--- src/rtl/pnc_pkg.sv ---
// Shared types and constants for the palette nearest color search.
// No dependencies; imported by every module of the block except pnc_ram.
package pnc_pkg;

    // Default palette depth and queue depth
    localparam int PALETTE_DEPTH_DEF = 256;
    localparam int QUEUE_DEPTH       = 2;

    // Field widths
    localparam int COUNT_W  = 9;
    localparam int COLOR_W  = 32;
    localparam int CHAN_W   = 8;
    localparam int INDEX_W  = 8;
    localparam int SQ_W     = 16;
    localparam int DIST_W   = 18;
    localparam int RESULT_W = 31;

    // Distance reported when no entry is searched
    localparam logic [RESULT_W-1:0] NO_MATCH_DIST = 31'h7FFF_FFFF;

    // Reset values of the configuration registers
    localparam logic [COUNT_W-1:0] COUNT_RESET       = 9'd256;
    localparam logic [COLOR_W-1:0] TRANSPARENT_RESET = 32'd0;

    // Configuration register indexes
    localparam logic REG_PALETTE_COUNT     = 1'b0;
    localparam logic REG_TRANSPARENT_COLOR = 1'b1;

    // Item kinds
    typedef enum logic {
        ACT_WRITE = 1'b0,
        ACT_MAP   = 1'b1
    } action_t;

    // One item as held in the queue between front and back
    typedef struct packed {
        action_t                action;
        logic [INDEX_W-1:0]     index;
        logic [COLOR_W-1:0]     pixel;
    } pnc_item_t;

endpackage

--- src/rtl/pnc_fifo.sv ---
// Short item queue between the front and back parts of the search.
// Depends on pnc_pkg for the item type.
module pnc_fifo
    import pnc_pkg::*;
#(
    parameter int DEPTH = QUEUE_DEPTH
) (
    input  logic      clk,
    input  logic      rst_n,
    input  logic      push,
    input  pnc_item_t push_item,
    output logic      full,
    input  logic      pop,
    output logic      head_valid,
    output pnc_item_t head_item
);

    localparam int PW = (DEPTH > 1) ? $clog2(DEPTH) : 1;
    localparam int CW = $clog2(DEPTH + 1);

    pnc_item_t         entry_reg [DEPTH];
    logic [PW-1:0]     wr_ptr_reg, wr_ptr_next;
    logic [PW-1:0]     rd_ptr_reg, rd_ptr_next;
    logic [CW-1:0]     fill_reg, fill_next;
    logic              do_push, do_pop;

    assign full       = (fill_reg == CW'(DEPTH));
    assign head_valid = (fill_reg != '0);
    assign head_item  = entry_reg[rd_ptr_reg];
    assign do_push    = push && !full;
    assign do_pop     = pop && head_valid;

    // Advance pointers with wrap at the queue depth
    always_comb
    begin
        wr_ptr_next = wr_ptr_reg;
        rd_ptr_next = rd_ptr_reg;
        fill_next   = fill_reg;
        if (do_push)
        begin
            wr_ptr_next = (wr_ptr_reg == PW'(DEPTH - 1)) ? '0 : wr_ptr_reg + PW'(1);
        end
        if (do_pop)
        begin
            rd_ptr_next = (rd_ptr_reg == PW'(DEPTH - 1)) ? '0 : rd_ptr_reg + PW'(1);
        end
        if (do_push && !do_pop)
        begin
            fill_next = fill_reg + CW'(1);
        end
        else if (do_pop && !do_push)
        begin
            fill_next = fill_reg - CW'(1);
        end
    end

    always_ff @(posedge clk or negedge rst_n)
    begin
        if (!rst_n)
        begin
            wr_ptr_reg <= '0;
            rd_ptr_reg <= '0;
            fill_reg   <= '0;
        end
        else
        begin
            wr_ptr_reg <= wr_ptr_next;
            rd_ptr_reg <= rd_ptr_next;
            fill_reg   <= fill_next;
        end
    end

    // Store pushed item
    always_ff @(posedge clk)
    begin
        if (do_push)
        begin
            entry_reg[wr_ptr_reg] <= push_item;
        end
    end

endmodule

--- config.mk ---
export PLATFORM = sky130hd
export DESIGN_NAME = pnc_fifo
export DESIGN_NICKNAME = d
export VERILOG_FILES = /design/src/rtl/pnc_pkg.sv /design/src/rtl/pnc_fifo.sv
export SDC_FILE = /design/constraint.sdc
export NUM_CORES = 1
export LEC_CHECK = 0
export BUFFER_PORTS_ARGS = -buffer_cell sky130_fd_sc_hd__buf_2
export CORE_UTILIZATION = 29
export CTS_CLUSTER_SIZE = 24
export DETAILED_ROUTE_END_ITERATION = 10
export GPL_TIMING_DRIVEN = 0
export PLACE_DENSITY_LB_ADDON = 0.08
export SETUP_SLACK_MARGIN = 0.05
export SLEW_MARGIN = 20
export SYNTH_ARGS = -nofsm -noshare
export SYNTH_HDL_FRONTEND = slang
export SYNTH_SLANG_ARGS = --single-unit
--- constraint.sdc ---
create_clock -name clk -period 3 [get_ports clk]
set_input_delay 0.45 -clock clk [delete_from_list [all_inputs] [get_ports clk]]
set_output_delay 0.45 -clock clk [all_outputs]
set_load 0.02 [all_outputs]
==> reports/qor.csv <==
stage,metric,value,unit
run_status,status,"finished, final reports clean",
placed_design,dp_slack,1130,ps
placed_design,dp_hpwl,3680,um
cells_and_area,syn2layout_area_growth,28.5,%
synthesis,synth-main-ff-cell,edfxtp_1,
setup_path,end_kind,primary output,
setup_path,start_kind,register,
clocking,clockBufferDepth,2,
setup_path,crit_required,2550,ps
synthesis,synth_nets,193,
grt,grt_pass1_wl,8510,um
detailed_routing,wl_per_cell,14.2,um
cells_and_area,drive_above_1_share,60.5,%
clocking,clkTransAtPathRegs,60,ps
placed_design,dpl_cell_area,4020,um^2
placed_design,routabilityCongestion,0.626,
synthesis,synth_seq_cells,86,
setup_path,path_class,reg2out,
floorplanning,io_pins,88,
clocking,htreeDepth,3,
grt,grt_max_degree,22,
setup_path,cp.arrival,1450,ps
grt,grt_util_all_layers,9.89,%
synthesis,synth_common_cells,"edfxtp_1 (82), mux2_4 (39), buf_12 (4), dfrtp_1 (4), xnor2_1 (3)",
synthesis,synth_most_common_cell,edfxtp_1,
grt,grt_antenna_before_repair,0,
sta,setup_violations,0,
power,powerDensity,1030,nW/um^2
cells_and_area,fin_nets,294,
detailed_routing,wl_met1,2340,um
synthesis,synth.top_cell.area_share,73.2,%
flow_run,cap_violations,0,
sta,maxSlewHeadroom,53.9,%
grt,grt-ovfl-total,0,
synthesis,ys_types,16,
synthesis,yosys-top-cells-area,"edfxtp_1 (73%), mux2_4 (17%), dfrtp_1 (3.0%)",
detailed_routing,viasPerCell,4.10,
sta,worst_pin_slew,690,ps
floorplanning,die_area,12000,um^2
synthesis,seq_area_frac_synth,76.2,%
detailed_routing,drc,0,
floorplanning,initial_core_util,30.3,%
clocking,root_buffer,clkbuf_16,
sta,slew_viol_final,0,
floorplanning,dieWidth,110,um
detailed_routing,num_vias,1612,
detailed_routing,wl,5590,um
power,total_leakage_power,1.73,nW
synthesis,synth_warnings,0,
synthesis,synth_edf_count,82,
sta,hold_ws,310,ps
synthesis,syn_inst,147,
hold_path,min_path_type,in2reg,
detailed_routing,antenna_left,0,
detailed_routing,drt_iter0_markers,46,
sta,finalWorstSetupSlack,1100,ps
sta,period_needed,1900,ps
detailed_routing,wl_met3,387,um
synthesis,synth_area,3360,um^2
placed_design,port_buffers,87,
clocking,cts_tree,yes,
setup_path,path_max_fanout,10,
cells_and_area,finalInstanceArea,4320,um^2
clocking,postCtsSetupBuffers,0,
cells_and_area,num_antenna_cells,0,
detailed_routing,dr.pass1.iters,4,
floorplanning,fp-row-count,38,
clocking,cts_buffers,9,
floorplanning,die_y,110,um
cells_and_area,largest_reg_flops,82,
clocking,cts_sinks,86,
floorplanning,core_area,11100,um^2
synthesis,synthArstFlopShare,4.65,%
sta,fmax,526,MHz
sta,rsz0062_at_grt,false,
synthesis,synth_top_cell_by_area,edfxtp_1,
sta,hold_viol,0,
clocking,insertion_delay,320,ps
detailed_routing,wl_met2,2810,um
synthesis,synth.avg_cell_area,22.9,um^2
detailed_routing,top_layer,met4,
power,vdd.ir_drop.worst,353,uV
grt,grt_pass1_vias,1736,
sta,skew,8.53,ps
sta,finalCritPeriodShare,63.4,%
-- routing by layer --
| layer | vias up | GRT usage, % |
|---|---|---|
| met4 | 0 | 4.86 |
| li1 | 770 | - |
| met1 | 779 | 10.8 |
| met3 | 6 | 3.62 |
| met2 | 57 | 16.9 |
| met5 | - | 0 |
-- power by group --
group | switching, W | internal (W)
Combinational | 0.000896 | 0.000801
Clock | 0.000427 | 0.000608
Sequential | 0.0000759 | 0.00165
Total | 0.00140 | 0.00305
-- cell usage in the layout, fill, tap and decap left out, drive strengths merged, types with 2 or more instances in the layout --
| cell type | count |
|---|---|
| inv | 2 |
| edfxtp | 82 |
| dfrtp | 4 |
| xnor2 | 3 |
| clkinvlp | 3 |
| clkbuf | 12 |
| buf | 94 |
| mux2 | 41 |
| xor2 | 2 |
| nor2 | 2 |
| nand2 | 2 |
-- layout make-up --
cell class	count	area (um^2)
Inverter	2	7.51
Sequential cell	86	2560
Tap cell	140	175
Multi-Input combinational cell	54	709
Clock buffer	12	256
Buffer	5	91.3
Fill cell	1032	6760
Clock inverter	4	31.3
Timing Repair Buffer	90	485
-- cell families after synthesis --
| family | synth area share (%) |
|---|---|
| flip-flops | 76.2 |
| multiplexers | 18.1 |
| buffers and inverters | 2.94 |
| AND/OR/NAND/NOR | 1.08 |
| XOR/XNOR | 1.30 |
| adder cells (fa/ha/maj) | 0.372 |
-- repair_timing --
item                                    4_1_cts  5_1_grt
hold buffers                                  1        0
hold endpoints to repair                      4        0
resized for setup                             0        0
endpoints found under the setup margin        0        0
-- stage by stage --
stage               setup TNS [ps]  utilization [%]  cells  power [W]
finish                           0             39.0    393    0.00445
global route                     0             39.0    393    0.00468
CTS                              0             39.0    393    0.00454
detailed placement               0             36.3    376    0.00349
global placement            -50340             35.9    374    0.00346
floorplan                        0                -    147    0.00300
-- critical path, stage by stage (launching register included) --
cell and delay (ps):
dfrtp_1 370, buf_6 150, buf_12 150, mux2_4 290, buf_2 160
-- final timing paths --
check                                    to  slack [ps]  cells after the start           from
max                           head_item[34]        1100                      4     rd_ptr_reg
max reg2reg                 entry_reg[0][9]        1150                      4    fill_reg[0]
min reg2reg                     fill_reg[1]         510                      1    fill_reg[1]
max in group asynchronous        rd_ptr_reg        2410                      2          rst_n
min in group asynchronous        wr_ptr_reg         460                      2          rst_n
min                        entry_reg[1][31]         310                      1  push_item[31]
Note: power is estimated with default switching activity, not from simulation.
