==> config.mk <==
export PLATFORM = sky130hd
export DESIGN_NAME = pnc_front
export DESIGN_NICKNAME = d
export VERILOG_FILES = /design/src/rtl/pnc_pkg.sv /design/src/rtl/pnc_front.sv
export SDC_FILE = /design/constraint.sdc
export NUM_CORES = 1
export LEC_CHECK = 0
export BUFFER_PORTS_ARGS = -buffer_cell sky130_fd_sc_hd__buf_2
export CORE_MARGIN = 5
export CORE_UTILIZATION = 39
export DETAILED_ROUTE_END_ITERATION = 6
export GPL_TIMING_DRIVEN = 0
export PLACE_DENSITY = 0.76
export SKIP_LAST_GASP = 1
export SLEW_MARGIN = 20
export SYNTH_ARGS = -nofsm -noshare
export SYNTH_HDL_FRONTEND = slang
export SYNTH_SLANG_ARGS = --single-unit
==> constraint.sdc <==
create_clock -name clk -period 1.1 [get_ports clk]
set_clock_uncertainty 0.15 [all_clocks]
set_input_delay 0 -clock clk [delete_from_list [all_inputs] [get_ports clk]]
set_output_delay 0 -clock clk [all_outputs]
set_load 0.005 [all_outputs]
==> src/rtl/pnc_pkg.sv <==
// Shared types and constants for the palette nearest color search.
// No dependencies; imported by every module of the block except pnc_ram.
package pnc_pkg;

    // Default palette depth and queue depth
    localparam int PALETTE_DEPTH_DEF = 256;
    localparam int QUEUE_DEPTH       = 2;

    // Field widths
    localparam int COUNT_W  = 9;
    localparam int COLOR_W  = 32;
    localparam int CHAN_W   = 8;
    localparam int INDEX_W  = 8;
    localparam int SQ_W     = 16;
    localparam int DIST_W   = 18;
    localparam int RESULT_W = 31;

    // Distance reported when no entry is searched
    localparam logic [RESULT_W-1:0] NO_MATCH_DIST = 31'h7FFF_FFFF;

    // Reset values of the configuration registers
    localparam logic [COUNT_W-1:0] COUNT_RESET       = 9'd256;
    localparam logic [COLOR_W-1:0] TRANSPARENT_RESET = 32'd0;

    // Configuration register indexes
    localparam logic REG_PALETTE_COUNT     = 1'b0;
    localparam logic REG_TRANSPARENT_COLOR = 1'b1;

    // Item kinds
    typedef enum logic {
        ACT_WRITE = 1'b0,
        ACT_MAP   = 1'b1
    } action_t;

    // One item as held in the queue between front and back
    typedef struct packed {
        action_t                action;
        logic [INDEX_W-1:0]     index;
        logic [COLOR_W-1:0]     pixel;
    } pnc_item_t;

endpackage

==> src/rtl/pnc_front.sv <==
// Front part: configuration registers, item intake and classification.
// Depends on pnc_pkg; feeds pnc_fifo.
module pnc_front
    import pnc_pkg::*;
#(
    parameter int PALETTE_DEPTH = PALETTE_DEPTH_DEF
) (
    input  logic                                 clk,
    input  logic                                 rst_n,
    input  logic                                 cfg_we,
    input  logic                                 cfg_index,
    input  logic [COLOR_W-1:0]                   cfg_data,
    input  logic                                 in_valid,
    output logic                                 in_ready,
    input  logic                                 action,
    input  logic [INDEX_W-1:0]                   entry_index,
    input  logic [CHAN_W-1:0]                    alpha,
    input  logic [CHAN_W-1:0]                    red,
    input  logic [CHAN_W-1:0]                    green,
    input  logic [CHAN_W-1:0]                    blue,
    input  logic                                 q_full,
    output logic                                 q_push,
    output pnc_item_t                            q_item,
    output logic [$clog2(PALETTE_DEPTH+1)-1:0]   search_count
);

    localparam int CNT_W = $clog2(PALETTE_DEPTH + 1);
    localparam int CMP_W = (CNT_W > COUNT_W) ? CNT_W : COUNT_W;

    logic [COUNT_W-1:0] count_reg;
    logic [COLOR_W-1:0] transparent_reg;
    logic               accept;
    logic               write_in_range;
    logic [COLOR_W-1:0] raw_pixel;

    // Configuration writes
    always_ff @(posedge clk or negedge rst_n)
    begin
        if (!rst_n)
        begin
            count_reg       <= COUNT_RESET;
            transparent_reg <= TRANSPARENT_RESET;
        end
        else if (cfg_we)
        begin
            unique case (cfg_index)
                REG_PALETTE_COUNT:     count_reg       <= cfg_data[COUNT_W-1:0];
                REG_TRANSPARENT_COLOR: transparent_reg <= cfg_data;
                default:               ;
            endcase
        end
    end

    // Clamp the searched count to the palette depth
    assign search_count = (CMP_W'(count_reg) > CMP_W'(PALETTE_DEPTH))
                        ? CNT_W'(PALETTE_DEPTH) : CNT_W'(count_reg);

    // Accept whenever the queue has room
    assign in_ready = !q_full;
    assign accept   = in_valid && in_ready;

    // Drop writes beyond the palette, substitute transparent pixels
    assign write_in_range = (32'(entry_index) < 32'(PALETTE_DEPTH));
    assign raw_pixel      = {alpha, red, green, blue};

    always_comb
    begin
        q_item.action = action_t'(action);
        q_item.index  = entry_index;
        if (action_t'(action) == ACT_MAP && alpha == '0)
        begin
            q_item.pixel = transparent_reg;
        end
        else
        begin
            q_item.pixel = raw_pixel;
        end
        q_push = accept && (action_t'(action) == ACT_MAP || write_in_range);
    end

endmodule

==> impl_metrics.yaml <==
synth:
  synth_commonest_cells: "45 x mux2_2, 40 x dfrtp_1, 20 x mux2_4"
  synth_cells: 150
  synth_edf_count: 0
  synth_simple_gate_area_share_pct: 5.97
  synth_area_sq_mm: 0.00216
  synth_seq_cells: 41
  ys_async_sr_fraction_pct: 100
  synth_area_leaders: "dfrtp_1 46%, mux2_2 23%, mux2_4 14%, buf_4 3.1%, nor2b_1 2.9%"
  synth_top_area_share_pct: 46.4
  syn_nets: 229
  syn_area_per_cell_sq_um: 14.4
  yosysMostFrequentCell: "mux2_2"
  synth_top_family_by_area: "multiplexers"
  yosys.area.top_type: "dfrtp_1"
  synth_xor_area_share_pct: 0
  synthDistinctLibCells: 20
  synth_ff_type: "dfrtp_1"
  synth_fa_ha_area_share_pct: 0
  ys.warnings.count: 0
  yosys-mux-area-fraction_pct: 37.4
  synth_compound_area_share_pct: 3.19
  ys_seq_area_share_pct: 47.6
floorplanning:
  top_level_ports: 131
  die-area_sq_mm: 0.00712
  die_h_microns: 84.4
  fp.coreArea_sq_mm: 0.00544
  rows: 27
  die_x_microns: 84.4
  initial_core_util_pct: 39.7
layout:
  final_cells: 392
  diodes: 0
  area_growth_pct: 61.8
  drive_above_1_share_pct: 71.3
  nFillCells: 431
  largest_register_ffs: 32
  fin_nets: 398
  design_area_sq_mm: 0.00349
setup_path:
  crit_chain: "buf_8 > nor4b_4 > buf_4 > nand3_4 > buf_8 > mux2_4 > buf_2"
  cp.required_ns: 0.95
  cp_num_buf_inv: 4
  path_max_fanout: 10
  cp_top_family: "buffers and inverters"
  endpoint_kind: "output port"
  slowest_stage: "mux2_4"
  cp-start-kind: "input port"
  path_common_cell: "buf_8"
  r2r-start: "count_reg[8]"
  cp-startpoint: "alpha[7]"
  crit_type: "input port to output port"
  arrival_ns: 1.30
  slowest_delay_ns: 0.30
pwr:
  p_per_area_mw_per_mm2: 1080
  peakVddDrop_uv: 743
  switchingPower_uw: 948
  p_seq_share_pct: 49.2
  combPwrFrac_pct: 25.3
  switching_share_pct: 25.2
  leakagePower_uw: 0.00181
  clockPowerShare_pct: 25.4
  p_int_uw: 2810
  p_total_uw: 3760
detailed_routing:
  drc: 0
  vias_per_cell: 4.59
  wl_per_cell_microns: 14.7
  highest_layer: "met4"
  met2_length_microns: 2990
  drt-met1-wl_microns: 2260
  wl_met3_microns: 481
  drtIter0Drc: 34
  ant_nets: 0
  routed_wirelength_microns: 5770
  dr.pass1.iters: 3
  vias: 1801
clocking:
  clock_latency_ns: 0.28
  cts_num_sinks: 41
  cts_hold_buf: 32
  clockBufferDepth: 2
  cts_tree: "built"
  root_buffer: "clkbuf_8"
  path_clk_slew_ns: 0.08
  htreeDepth: 2
  numCtsBuffers: 5
placement:
  dp_cells: 344
  finalWeightedCongestion: 0.721
  numPortBuffers: 122
  hpwl_microns: 3860
  place_area_sq_mm: 0.00286
run_status:
  violations: "hold timing, setup timing"
  status: "finished with violations"
grt:
  overflow: 0
  grt.total_usage_pct: 15.8
  antenna_found_initial: 0
  grt_pass1_wl_microns: 9140
  grt_max_degree: 42
  first_global_vias: 1915
timing:
  min_period_ns: 1.45
  worst_pin_slew_ns: 0.911
  finalSetupTns_ns: -10.88
  fin_ws_ns: -0.354
  slew_headroom_pct: 39.3
  hold_viol_final: 40
  clock.fmax_mhz: 688
  hold_slack_ns: -0.314
  period_share_pct: 132
  slew_viol_final: 0
  rsz0062_at_grt: "yes"
  setup_viol_count_final: 41
job:
  cap_violations: 0
hold_path:
  min-delay-path-class: "input port to asynchronous set/reset pin"
==> worst reg2reg max path, delay by kind of cell (launching register included) <==
family / cells / cell delay [ns]
DFF: 1 / 0.57
muxes: 1 / 0.14
buffers and inverters: 1 / 0.12
==> power by group through the flow <==
stage                     Combinational (uW)  Clock (uW)  Sequential, uW
after floorplan                          421           0            1840
after global placement                   728           0            1880
after detailed placement                 746           0            1890
after CTS                                920         998            1850
after global routing                    1040        1040            1880
final                                    951         955            1850
==> layout by cell type (no fill, tap or decap), drive strengths merged <==
cell type    synthesis  layout
buf                 15     145
mux2                65      65
dfrtp               40      40
dlygate4sd3          0      32
nor2b               10      10
clkbuf               2       8
a21o                 6       6
inv                  3       3
a41o                 2       2
clkinv               0       2
nor4b                1       1
nor3                 1       1
nor2                 1       1
nand3                1       1
and3                 1       1
nand2                1       1
dfstp                1       1
==> final cells by class <==
cell class	count	area [sq um]	area share [%]
Buffer	16	125	3.58
Clock buffer	6	72.6	2.08
Clock inverter	2	10.0	0.287
Inverter	3	11.3	0.322
Multi-Input combinational cell	89	1040	29.7
Sequential cell	41	1030	29.4
Tap cell	72	90.1	2.58
Timing Repair Buffer	163	1120	32.0
==> repair_timing <==
action,CTS,global route
pin swaps,4,6
endpoints found under the hold margin,81,40
setup endpoints to repair,51,41
gates resized for setup,20,12
cloned,1,0
buffers inserted,7,1
==> final timing paths <==
check	end	depth (start not counted)	slack (ns)
min	transparent_reg[12]	1	-0.31
min reg2reg	count_reg[3]	1	0.35
max reg2reg	count_reg[8]	2	0.07
max	q_item[15]	7	-0.35
max in group asynchronous	transparent_reg[0]	1	0.55
min in group clk	q_item[35]	2	0.02
==> stage by stage <==
stage | util, % | worst slack (ns)
detailed placement | 52.6 | -0.429
global route | 64.2 | -0.394
finish | 64.2 | -0.354
CTS | 62.8 | -0.357
floorplan | - | -0.0286
global placement | 52.6 | -0.403
==> kinds of logic (layout without fill, tap and decap cells) <==
kind of cell,count (synthesis),in the layout
muxes,65,65
buffers and inverters,20,190
DFF,41,41
and+or+nand+nor,16,16
AOI/OAI and AO/OA,8,8
==> layer usage <==
layer	up-vias	track usage, %
li1	858	-
met1	862	18.9
met2	76	27.8
met3	5	5.40
met4	0	3.02
met5	-	0
(Power assumes the default switching activity.)
